**src/wrp_pkg.sv**
```systemverilog
// Shared types and constants for the WAV RIFF header parser.
package wrp_pkg;

  // Result status codes
  typedef enum logic [2:0] {
    ST_OK        = 3'd0,
    ST_NOT_RIFF  = 3'd1,
    ST_NOT_WAVE  = 3'd2,
    ST_NON_PCM   = 3'd3,
    ST_NO_FMT    = 3'd4,
    ST_NO_DATA   = 3'd5,
    ST_TRUNCATED = 3'd6,
    ST_SHORT_FMT = 3'd7
  } status_t;

  // One parse result request
  typedef struct packed {
    logic        hit;
    status_t     status;
    logic [15:0] channels;
    logic [31:0] rate_hz;
    logic [15:0] sample_bits;
    logic [31:0] payload_len;
    logic [31:0] data_offset;
  } result_t;

  localparam logic [31:0] TAG_RIFF = {8'h52, 8'h49, 8'h46, 8'h46};
  localparam logic [31:0] TAG_WAVE = {8'h57, 8'h41, 8'h56, 8'h45};
  localparam logic [31:0] TAG_FMT  = {8'h66, 8'h6D, 8'h74, 8'h20};
  localparam logic [31:0] TAG_DATA = {8'h64, 8'h61, 8'h74, 8'h61};

  localparam logic [32:0] POS_MAX      = 33'h1_FFFF_FFFF;
  localparam logic [3:0]  HDR_LAST     = 4'd7;
  localparam logic [3:0]  RIFF_LAST    = 4'd11;
  localparam logic [3:0]  FMT_LAST     = 4'd15;
  localparam logic [33:0] HDR_LEN      = 34'd8;
  localparam logic [31:0] FMT_MIN      = 32'd16;
  localparam logic [15:0] PCM_CODE     = 16'd1;

endpackage

```
**src/wav_riff_header_parser.sv**
```systemverilog
// WAV RIFF header parser top level: byte input channel, result output register.
// A result is valid in the cycle after the byte that completes it is accepted.
// Throughput: one byte per cycle, limited only by the single-entry result register.
// A byte is taken while the result register is empty or being drained in that cycle.
// Reset (rst_n low, synchronous) returns the parser to waiting for a first byte
// and empties the result register; no clearing pass is needed.
module wav_riff_header_parser (
  input  logic        clk,
  input  logic        rst_n,
  input  logic        in_valid,
  output logic        in_ready,
  input  logic [7:0]  in_byte_in,
  input  logic        in_first_byte,
  input  logic        in_last_byte,
  output logic        out_valid,
  input  logic        out_ready,
  output logic [2:0]  out_status,
  output logic [15:0] out_channels,
  output logic [31:0] out_rate_hz,
  output logic [15:0] out_sample_bits,
  output logic [31:0] out_payload_len,
  output logic [31:0] out_data_offset
);

  logic             in_take;
  logic             out_valid_r, out_valid_nxt;
  wrp_pkg::result_t res;
  wrp_pkg::result_t res_r;

  // Accept while the result register is free or draining
  assign in_ready = !out_valid_r || out_ready;
  assign in_take  = in_valid && in_ready;

  wrp_parser u_parser (
    .clk      (clk),
    .rst_n    (rst_n),
    .in_take  (in_take),
    .in_byte  (in_byte_in),
    .in_first (in_first_byte),
    .in_last  (in_last_byte),
    .res      (res)
  );

  // Load a new result request or drop the delivered one
  assign out_valid_nxt = res.hit ? 1'b1 : (out_valid_r && !out_ready);

  always_ff @(posedge clk) begin
    if (!rst_n) begin
      out_valid_r <= 1'b0;
    end else begin
      out_valid_r <= out_valid_nxt;
    end
  end

  always_ff @(posedge clk) begin
    if (res.hit) begin
      res_r <= res;
    end
  end

  assign out_valid       = out_valid_r;
  assign out_status      = res_r.status;
  assign out_channels    = res_r.channels;
  assign out_rate_hz     = res_r.rate_hz;
  assign out_sample_bits = res_r.sample_bits;
  assign out_payload_len = res_r.payload_len;
  assign out_data_offset = res_r.data_offset;

`ifndef SYNTHESIS
  // A result request only comes with an accepted byte
  a_hit_on_take: assert property (@(posedge clk) disable iff (!rst_n)
    res.hit |-> in_take)
    else $error("result raised without an accepted byte");

  // A raised result is presented next cycle
  a_hit_shown: assert property (@(posedge clk) disable iff (!rst_n)
    res.hit |=> out_valid)
    else $error("result request lost");

  // Error results carry zero fields
  a_err_zero: assert property (@(posedge clk) disable iff (!rst_n)
    (out_valid && out_status != wrp_pkg::ST_OK) |->
      (out_channels == '0 && out_rate_hz == '0 && out_sample_bits == '0 &&
       out_payload_len == '0 && out_data_offset == '0))
    else $error("error result with nonzero fields");

  // Empty result register never blocks input
  a_ready_free: assert property (@(posedge clk) disable iff (!rst_n)
    !out_valid |-> in_ready)
    else $error("input stalled with empty result register");
`endif

endmodule

```
**src/wrp_parser.sv**
```systemverilog
// Byte-wise RIFF/WAVE chunk walker: holds the parse state, raises one result per file.
module wrp_parser (
  input  logic              clk,
  input  logic              rst_n,
  input  logic              in_take,
  input  logic [7:0]        in_byte,
  input  logic              in_first,
  input  logic              in_last,
  output wrp_pkg::result_t  res
);

  typedef enum logic [2:0] {
    PH_IDLE,
    PH_RIFF,
    PH_CHDR,
    PH_FMT,
    PH_SKIP,
    PH_DONE
  } phase_t;

  phase_t      phase_r, phase_nxt, ph_cur;
  logic [32:0] file_pos_r, file_pos_nxt;
  logic [32:0] riff_limit_r, riff_limit_nxt;
  logic [32:0] chunk_end_r, chunk_end_nxt;
  logic [31:0] chunk_tag_r, chunk_tag_nxt;
  logic [31:0] chunk_len_r, chunk_len_nxt;
  logic [15:0] format_code_r, format_code_nxt;
  logic [15:0] chan_count_r, chan_count_nxt;
  logic [31:0] rate_value_r, rate_value_nxt;
  logic [15:0] width_value_r, width_value_nxt;
  logic [3:0]  byte_idx_r, byte_idx_nxt, idx_cur;

  logic          restart, active;
  logic [33:0]   pos_inc, hdr_sum, end_sum;
  logic          go_body, go_next, emit_en;
  wrp_pkg::status_t emit_code;

  always_comb begin
    restart = in_take && in_first;

    // Restart clears the parse and opens the RIFF header
    phase_nxt       = restart ? PH_RIFF : phase_r;
    file_pos_nxt    = restart ? '0 : file_pos_r;
    riff_limit_nxt  = restart ? '0 : riff_limit_r;
    chunk_end_nxt   = restart ? '0 : chunk_end_r;
    chunk_tag_nxt   = restart ? '0 : chunk_tag_r;
    chunk_len_nxt   = restart ? '0 : chunk_len_r;
    format_code_nxt = restart ? '0 : format_code_r;
    chan_count_nxt  = restart ? '0 : chan_count_r;
    rate_value_nxt  = restart ? '0 : rate_value_r;
    width_value_nxt = restart ? '0 : width_value_r;
    byte_idx_nxt    = restart ? '0 : byte_idx_r;

    ph_cur    = phase_nxt;
    idx_cur   = byte_idx_nxt;
    active    = in_take && (ph_cur != PH_IDLE) && (ph_cur != PH_DONE);
    pos_inc   = '0;
    hdr_sum   = '0;
    end_sum   = '0;
    go_body   = 1'b0;
    go_next   = 1'b0;
    emit_en   = 1'b0;
    emit_code = wrp_pkg::ST_OK;

    if (active) begin
      // Advance offset and header counter
      byte_idx_nxt = idx_cur + 4'd1;
      pos_inc      = {1'b0, file_pos_nxt} + 34'd1;
      file_pos_nxt = pos_inc[33] ? wrp_pkg::POS_MAX : pos_inc[32:0];

      unique case (ph_cur)
        PH_RIFF: begin
          if (idx_cur < 4'd4) begin
            chunk_tag_nxt = {chunk_tag_nxt[23:0], in_byte};
          end else if (idx_cur < 4'd8) begin
            chunk_len_nxt = {in_byte, chunk_len_nxt[31:8]};
            if (idx_cur == 4'd7) begin
              riff_limit_nxt = {1'b0, chunk_len_nxt} + 33'd8;
            end
          end else begin
            chunk_len_nxt = {chunk_len_nxt[23:0], in_byte};
            if (idx_cur == wrp_pkg::RIFF_LAST) begin
              if (chunk_tag_nxt != wrp_pkg::TAG_RIFF) begin
                emit_en   = 1'b1;
                emit_code = wrp_pkg::ST_NOT_RIFF;
              end else if (chunk_len_nxt != wrp_pkg::TAG_WAVE) begin
                emit_en   = 1'b1;
                emit_code = wrp_pkg::ST_NOT_WAVE;
              end else begin
                go_next = 1'b1;
              end
            end
          end
        end
        PH_CHDR: begin
          if (idx_cur < 4'd4) begin
            chunk_tag_nxt = {chunk_tag_nxt[23:0], in_byte};
          end else begin
            chunk_len_nxt = {in_byte, chunk_len_nxt[31:8]};
            if (idx_cur == wrp_pkg::HDR_LAST) begin
              // End of chunk body plus pad, saturated
              end_sum = {1'b0, file_pos_nxt} + {2'b00, chunk_len_nxt}
                        + {33'd0, chunk_len_nxt[0]};
              chunk_end_nxt = (end_sum > {1'b0, wrp_pkg::POS_MAX}) ?
                              wrp_pkg::POS_MAX : end_sum[32:0];
              if (chunk_tag_nxt == wrp_pkg::TAG_FMT) begin
                if (chunk_len_nxt < wrp_pkg::FMT_MIN) begin
                  emit_en   = 1'b1;
                  emit_code = wrp_pkg::ST_SHORT_FMT;
                end else begin
                  phase_nxt    = PH_FMT;
                  byte_idx_nxt = '0;
                end
              end else if (chunk_tag_nxt == wrp_pkg::TAG_DATA) begin
                emit_en   = 1'b1;
                emit_code = (chan_count_nxt == '0) ? wrp_pkg::ST_NO_FMT : wrp_pkg::ST_OK;
              end else begin
                go_body = 1'b1;
              end
            end
          end
        end
        PH_FMT: begin
          if (idx_cur < 4'd2) begin
            format_code_nxt = {in_byte, format_code_nxt[15:8]};
          end else if (idx_cur < 4'd4) begin
            chan_count_nxt = {in_byte, chan_count_nxt[15:8]};
          end else if (idx_cur < 4'd8) begin
            rate_value_nxt = {in_byte, rate_value_nxt[31:8]};
          end else if (idx_cur >= 4'd14) begin
            width_value_nxt = {in_byte, width_value_nxt[15:8]};
          end
          if (idx_cur == wrp_pkg::FMT_LAST) begin
            if (format_code_nxt != wrp_pkg::PCM_CODE) begin
              emit_en   = 1'b1;
              emit_code = wrp_pkg::ST_NON_PCM;
            end else begin
              go_body = 1'b1;
            end
          end
        end
        default: begin
          // Skip body bytes until the chunk end
          if (file_pos_nxt >= chunk_end_nxt) begin
            go_next = 1'b1;
          end
        end
      endcase

      // Finish the body or fall through to the next chunk
      if (go_body) begin
        if (file_pos_nxt >= chunk_end_nxt) begin
          go_next = 1'b1;
        end else begin
          phase_nxt = PH_SKIP;
        end
      end

      // Open a chunk header only if it fits in the RIFF extent
      hdr_sum = {1'b0, file_pos_nxt} + wrp_pkg::HDR_LEN;
      if (go_next) begin
        if (hdr_sum > {1'b0, riff_limit_nxt}) begin
          emit_en   = 1'b1;
          emit_code = wrp_pkg::ST_NO_DATA;
        end else begin
          phase_nxt    = PH_CHDR;
          byte_idx_nxt = '0;
        end
      end

      // File ended before any result
      if (!emit_en && in_last) begin
        emit_en   = 1'b1;
        emit_code = wrp_pkg::ST_TRUNCATED;
      end

      if (emit_en) begin
        phase_nxt = PH_DONE;
      end
    end

    // Build the result request; fields are zero on error
    res                 = '0;
    res.hit             = emit_en;
    res.status          = emit_code;
    if (emit_code == wrp_pkg::ST_OK) begin
      res.channels    = chan_count_nxt;
      res.rate_hz     = rate_value_nxt;
      res.sample_bits = width_value_nxt;
      res.payload_len = chunk_len_nxt;
      res.data_offset = file_pos_nxt[32] ? 32'hFFFF_FFFF : file_pos_nxt[31:0];
    end
  end

  // Hold parse state
  always_ff @(posedge clk) begin
    if (!rst_n) begin
      phase_r       <= PH_IDLE;
      file_pos_r    <= '0;
      riff_limit_r  <= '0;
      chunk_end_r   <= '0;
      chunk_tag_r   <= '0;
      chunk_len_r   <= '0;
      format_code_r <= '0;
      chan_count_r  <= '0;
      rate_value_r  <= '0;
      width_value_r <= '0;
      byte_idx_r    <= '0;
    end else begin
      phase_r       <= phase_nxt;
      file_pos_r    <= file_pos_nxt;
      riff_limit_r  <= riff_limit_nxt;
      chunk_end_r   <= chunk_end_nxt;
      chunk_tag_r   <= chunk_tag_nxt;
      chunk_len_r   <= chunk_len_nxt;
      format_code_r <= format_code_nxt;
      chan_count_r  <= chan_count_nxt;
      rate_value_r  <= rate_value_nxt;
      width_value_r <= width_value_nxt;
      byte_idx_r    <= byte_idx_nxt;
    end
  end

endmodule
```
**config.mk**
```make
export PLATFORM = sky130hd
export DESIGN_NAME = wav_riff_header_parser
export DESIGN_NICKNAME = d
export VERILOG_FILES = /design/src/wrp_pkg.sv /design/src/wav_riff_header_parser.sv /design/src/wrp_parser.sv
export SDC_FILE = /design/constraint.sdc
export NUM_CORES = 1
export LEC_CHECK = 0
export BUFFER_PORTS_ARGS = -buffer_cell sky130_fd_sc_hd__buf_2
export CORE_UTILIZATION = 60
export CTS_CLUSTER_SIZE = 40
export DETAILED_ROUTE_END_ITERATION = 6
export PLACE_DENSITY = 0.88
export SLEW_MARGIN = 40
export SYNTH_ARGS = -nofsm -noshare
export SYNTH_HDL_FRONTEND = slang
export SYNTH_HIERARCHICAL = 1
export SYNTH_SLANG_ARGS = --single-unit
```
**constraint.sdc**
```tcl
create_clock -name clk -period 13 [get_ports clk]
set_input_delay 0.65 -clock clk [delete_from_list [all_inputs] [get_ports clk]]
set_output_delay 0.65 -clock clk [all_outputs]
set_load 0.01 [all_outputs]
```
==> flow_summary.ini, run 1 <==
[power_and_ir_drop]
combPwrFrac = 0.121
pwr_density_cell_mw_per_mm2 = 118
p_leak_nw = 10.2
vdd_drop_max_mv = 0.0971
p_clk_frac = 0.418
intPower_mw = 2.07
total_power_mw = 2.88
switching_share = 0.279
pwr-share-seq = 0.461
p_sw_mw = 0.804

[cts]
clk_pin_slew_ns = 0.06
clockBufferDepth = 3
clk_latency_ns = 0.59
numCtsBuffers = 40
cts_sinks = 382
cts_tree = done
ctsResizeCount = 0
ctsRootBufferMaster = clkbuf_16
cts_hold_repair.buffers = 0
post_cts_buffers = 0
htreeDepth = 2

[detailed_routing]
antenna_left = 0
vias = 20900
viasPerCell = 6.67
wl_per_cell_um = 22.5
firstDrtPassIters = 6
drt_iter0_markers = 2578
wl_um = 70600
drcViolationCount = 0

[global_routing]
overflow = 0
grt_first_pass_wirelength_um = 110000
grt_max_degree = 95
grt_pass1_vias = 19500
gr-usage-all-layers = 0.367
antenna_found_initial = 0

[sta]
hold_viol_final = 0
tightest_slew_ns = 0.837
fin_skew_ns = 0.0243
fin_crit_ns = 10.32
holdWs_ns = 0.365
final.setup.tns_ns = 0
period_share = 0.794
worst_slack_ns = 2.68
slew_violations = 0
relSlewSlack = 0.437
setup_viol = 0
fmaxAchievable_ghz = 0.0969
rsz0062_at_grt = no

[yosys]
yosys_register_bits = 382
synthFlopType = dfxtp_1
synth-edff-count = 131
yosysUniqueCellTypes = 82
synth_largest_area_cell = dfxtp_1
synthTopCellsByCount = 340 x nor2_1, 296 x nand2_1, 251 x dfxtp_1
yosysWarnings = 6
avgSynthCellArea_um2 = 8.47
synth_area_leaders = dfxtp_1 23%, edfxtp_1 18%, ha_1 7.6%
async_flop_share = 0
postSynthCellCount = 2602
syn-cell-area_mm2 = 0.0220
synth_nets = 2751
synth_most_common_cell = nor2_1
ys_seq_area_frac = 0.407
synth.top_cell.area_share = 0.228

[setup_path]
cp.arrival_ns = 10.55
critPathCaptureType = register
crit_fanout = 45
critPathMaxStageDelay_ns = 0.72
path_class = reg -> reg
path_buf_inv = 4
crit_slowest_cell = nor4_1
startpoint_type = register
critPathRequiredTime_ns = 13.23
crit_path_frequent_cell = nand2_1
cp_top_family = simple AND/OR/NAND/NOR gates

[floorplan]
io_pins = 147
start_util = 0.615
die_w_um = 194
die-height_um = 194
dieArea_mm2 = 0.0375
core-area_mm2 = 0.0358
rows = 69

[final_layout]
n_antenna_cell = 0
drive_gt1_frac = 0.111
area_growth_syn_to_layout_pct = 10.4
final_area_mm2 = 0.0243
post-route-util = 0.679
nets = 2794
layout.cells.non_filler = 3138

[place]
dp.cells = 3063
gp_congestion = 1.01
postPlaceCellArea_mm2 = 0.0229
portBuffers = 146
pre_cts_slack_ns = 2.62
detailed_place_hpwl_um = 49300

[flow_run]
drv_cap = 0

[hold_path]
hold_path_class = in -> reg

[run_status]
status = finished, final reports clean
[worst register-to-register path: cells and delay by family, from the launching register on]
family	cells	cell delay [ns]
AO/OA/AOI/OAI	9	2.71
XOR/XNOR	1	0.13
AND/OR/NAND/NOR	17	4.26
buffers and inverters	4	1.42
flip-flops	1	0.37
adder cells (fa/ha/maj)	3	1.02
[sequential cells by signal, summed over array words and instances, names as in the netlist, 16 cells and up]
register and cells:
out_rate_hz 32, u_parser/format_code_r 16, u_parser/width_value_r 16, u_parser/chunk_len_r 32, out_data_offset 32, out_sample_bits 16, u_parser/rate_value_r 32, u_parser/chunk_end_r 33
out_channels 16, u_parser/riff_limit_r 33, u_parser/chan_count_r 16, u_parser/file_pos_r 33, out_payload_len 32, u_parser/chunk_tag_r 32
[layout make-up]
| type | instances | area, µm² |
|---|---|---|
| sequential | 382 | 8960 |
| fill | 2822 | 11500 |
| timing repair buffer | 189 | 1080 |
| clock buffer | 50 | 1090 |
| tap | 461 | 577 |
| inverter | 28 | 110 |
| multi-input combinational | 2004 | 12200 |
| clock inverter | 24 | 277 |
[cells by family (layout without fill, tap and decap cells)]
kind of cell	after synthesis	in the layout	synth area share
DFF	382	382	0.407
adders and majority gates	135	135	0.0770
xor gates and xnor gates	89	89	0.0354
and+or+nand+nor	1099	1099	0.236
buffers and inverters	216	291	0.0419
muxes	39	39	0.0177
AOI/OAI and AO/OA	642	642	0.185
[power by group through the flow]
| stage | registers, mW | clock network [mW] | logic [mW] |
|---|---|---|---|
| 3_5_place_dp | 1.35 | 0 | 0.335 |
| 3_3_place_gp | 1.35 | 0 | 0.325 |
| 4_1_cts | 1.33 | 1.21 | 0.336 |
| 6_report | 1.33 | 1.20 | 0.348 |
| 2_1_floorplan | 1.37 | 0 | 0.208 |
| 5_1_grt | 1.33 | 1.26 | 0.370 |
[placed cells by master (no fill, tap or decap), drive strengths merged, types with 58 or more instances in the layout]
cell type  instances
nand2            296
nand3             85
nor3              84
a21oi            249
edfxtp           131
and3              60
dfxtp            251
ha               134
buf              189
a211oi            58
nor2             340
o21ai             86
[final timing paths]
| check | startpoint | end | slack (ns) | cells past startpoint |
|---|---|---|---|---|
| worst max-delay path | out_valid | out_payload_len[20] | 2.68 | 34 |
| worst min-delay path | out_ready | out_valid | 0.37 | 3 |
| worst max register to register | out_valid | out_payload_len[20] | 2.68 | 34 |
| worst min register to register | u_parser/format_code_r[0] | u_parser/format_code_r[0] | 0.46 | 2 |
[routing by layer]
metal  track usage  vias to the layer above  part of all wire
met3        0.0798                      214              0.11
met1         0.506                     9887              0.41
met2         0.562                     1281              0.44
met5             0                        -                 0
li1              -                     9558                 -
met4         0.146                        0             0.041
Note: power is estimated with default switching activity, not from simulation.
==> run 2: changes to the inputs <==
--- a/config.mk
+++ b/config.mk
@@ -5,11 +5,12 @@
 export SDC_FILE = /design/constraint.sdc
 export NUM_CORES = 1
 export LEC_CHECK = 0
+export ABC_AREA = 1
 export BUFFER_PORTS_ARGS = -buffer_cell sky130_fd_sc_hd__buf_2
-export CORE_UTILIZATION = 60
+export CORE_UTILIZATION = 56
 export CTS_CLUSTER_SIZE = 40
 export DETAILED_ROUTE_END_ITERATION = 6
-export PLACE_DENSITY = 0.88
+export PLACE_DENSITY = 0.86
 export SLEW_MARGIN = 40
 export SYNTH_ARGS = -nofsm -noshare
 export SYNTH_HDL_FRONTEND = slang
==> constraint.sdc (replaced) <==
create_clock -name clk -period 9.3 [get_ports clk]
set_input_delay 0.465 -clock clk [delete_from_list [all_inputs] [get_ports clk]]
set_output_delay 0.465 -clock clk [all_outputs]
set_load 0.01 [all_outputs]
==> run 2 against run 1 <==
Critical endpoint is now out_rate_hz[30]. Clock skew up 0.0025 ns. Clock-buffer cell count up 8. Die area up 20%. The flow now finishes with violations (design-rule violations). Cell count up 33%. First-iteration DRC count up 22%. Register-to-register slack worse by 1.7 ns.
==> flow_summary.ini, run 2 <==
[final_layout]
multiInputGateArea_mm2 = 0.0133
seq_area_mm2 = 0.00896
area_growth_syn_to_layout_pct = 9.59
drive_gt1_frac = 0.126
nets = 3702
fillers = 3820
n_antenna_cell = 0
top_regs = u_parser/chunk_end_r: 33 flops, u_parser/file_pos_r: 33 flops, u_parser/riff_limit_r: 33 flops
post-route-util = 0.625
final_common_cell = nand2_1
layout_common_cells = 728 x nand2_1, 505 x nor2_1, 404 x inv_1, 266 x o21ai_0, 251 x dfxtp_1

[global_routing]
grt_pass1_vias = 21500
antenna_found_initial = 0
gr-usage-all-layers = 0.334
grt_first_pass_wirelength_um = 117000
grt_max_degree = 150
overflow = 0

[setup_path]
critPathRequiredTime_ns = 9.72
startpoint_type = register
r2r_setup_slack_ns = 0.94
r2r_end = out_rate_hz[30]
crit_path_frequent_cell = nand2_1
crit_fanout = 61
critPathMaxStageDelay_ns = 0.54
critPathCaptureType = register
crit_slowest_cell = nor4_1
timing.rr.start = out_valid
path_class = reg -> reg
r2r_cells = 42
cp.arrival_ns = 8.78

[yosys]
async_flop_share = 0
synth_most_common_cell = nand2_1
synthAdderAreaFrac = 0.0686
yosys.area_share.simple = 0.298
synth_nets = 3634
syn-cell-area_mm2 = 0.0247
synth_top_family_by_area = simple AND/OR/NAND/NOR gates
yosys_register_bits = 382
avgSynthCellArea_um2 = 7.10
ys_seq_area_frac = 0.362
synth.top_cell.area_share = 0.203
synth_largest_area_cell = dfxtp_1
postSynthCellCount = 3485
synth_xor_area_frac = 0.0280
synthFlopType = dfxtp_1
synth-edff-count = 131
synth_area_leaders = dfxtp_1 20%, edfxtp_1 16%, nand2_1 11%
synthTopCellsByCount = 729 x nand2_1, 507 x nor2_1, 406 x inv_1
yosysUniqueCellTypes = 60
yosysWarnings = 6
synth_compound_area_frac = 0.141
synth.area.mux_share = 0.000911

[sta]
relSlewSlack = 0.438
fin_crit_ns = 8.36
fin_skew_ns = 0.0269
fmaxAchievable_ghz = 0.120
setup_viol = 0
hold_viol_final = 0
slew_violations = 0
period_share = 0.899
tightest_slew_ns = 0.842
final.setup.tns_ns = 0
rsz0062_at_grt = no

[detailed_routing]
viasPerCell = 5.80
vias = 24200
firstDrtPassIters = 7
wl_um = 76800
drcViolationCount = 1
drt_iter0_markers = 3151
antenna_left = 0
wl_per_cell_um = 18.4

[place]
detailed_place_hpwl_um = 55000
gp_congestion = 1.06
portBuffers = 146

[power_and_ir_drop]
pwr_density_cell_mw_per_mm2 = 174
p_leak_nw = 11.9
vdd_drop_max_mv = 0.136
total_power_mw = 4.72

[cts]
ctsResizeCount = 0
ctsRootBufferMaster = clkbuf_16
cts_hold_repair.buffers = 0
clockBufferDepth = 3
post_cts_buffers = 0
numCtsBuffers = 41
cts_sinks = 382
htreeDepth = 2
clk_latency_ns = 0.59
clk_pin_slew_ns = 0.06
cts_tree = done

[flow_run]
drv_cap = 0

[floorplan]
dieArea_mm2 = 0.0450
start_util = 0.570
die-height_um = 212
core-area_mm2 = 0.0434
io_pins = 147
rows = 76
die_w_um = 212

[hold_path]
hold_path_class = in -> reg
hold-path-endpoint = out_valid
min-delay-start = out_ready
hold_depth = 4

[run_status]
violations = design-rule violations
status = finished with violations
-- run 2: changes by cell type after synthesis, sizes merged, moves of 45 or more --
| cell | before | now |
|---|---|---|
| a211oi | 58 | 13 |
| o21ai | 86 | 295 |
| clkbuf | 154 | 109 |
| nor2 | 340 | 629 |
| inv | 28 | 415 |
| nand2 | 296 | 748 |
| nor3 | 84 | 37 |
| and3 | 60 | 2 |
| a21o | 51 | 4 |
-- run 2: logic make-up (layout without fill, tap and decap cells) --
logic type	count (synthesis)	after routing
AND/OR/NAND/NOR	1658	1658
AO/OA/AOI/OAI	644	644
buffers and inverters	585	685
flip-flops	382	382
adder cells (fa/ha/maj)	135	135
XOR/XNOR	79	79
multiplexers	2	2
-- run 2: per-stage QoR --
step           instance area (µm²)  hold slack (ns)  worst slack [ns]  std cells
3_3_place_gp                 25700            0.450              1.09       4094
3_5_place_dp                 25800            0.465             0.885       4095
2_1_floorplan                24700            0.440              1.97       3485
4_1_cts                      27100            0.138              1.07       4170
6_report                     27100            0.153             0.939       4170
5_1_grt                      27100            0.172             0.674       4170
-- run 2: area by class of cell --
cell class,count,area share
Multi-Input combinational cell,2518,0.492
Sequential cell,382,0.331
Inverter,418,0.0582
Timing Repair Buffer,192,0.0438
Clock buffer,58,0.0436
Tap cell,585,0.0270
Clock inverter,17,0.00531
-- run 2: worst max-delay path: cells and delay by family, from the launching register on --
kind,cells,cell delay (ns)
and+or+nand+nor,32,5.13
AOI/OAI and AO/OA,4,1.08
buffers and inverters,4,0.91
adders and majority gates,2,0.67
DFF,1,0.32
-- run 2: report_power, final --
| part | switching (mW) | internal [mW] | leakage, nW |
|---|---|---|---|
| combinational | 0.819 | 0.365 | 7.97 |
| sequential | 0.0526 | 1.86 | 3.28 |
| clock | 0.699 | 0.920 | 0.649 |
| total | 1.57 | 3.15 | 11.9 |
-- run 2: worst max path at each step --
stage / from / to / slack, ns / depth (start not counted)
CTS: out_valid / out_sample_bits[12] / 1.07 / 45
floorplan: in_valid / out_channels[0] / 1.97 / 45
global route: out_valid / out_rate_hz[31] / 0.67 / 46
finish: out_valid / out_rate_hz[30] / 0.94 / 42
global placement: out_ready / out_channels[14] / 1.09 / 47
detailed placement: out_ready / out_sample_bits[12] / 0.88 / 47
-- run 2: per-layer routing --
layer | vias up | track usage | wire length, µm
li1 | 11600 | - | -
met1 | 11000 | 0.450 | 31100
met2 | 1379 | 0.517 | 33800
met3 | 263 | 0.0669 | 8250
met4 | 0 | 0.150 | 3650
met5 | - | 0 | 0
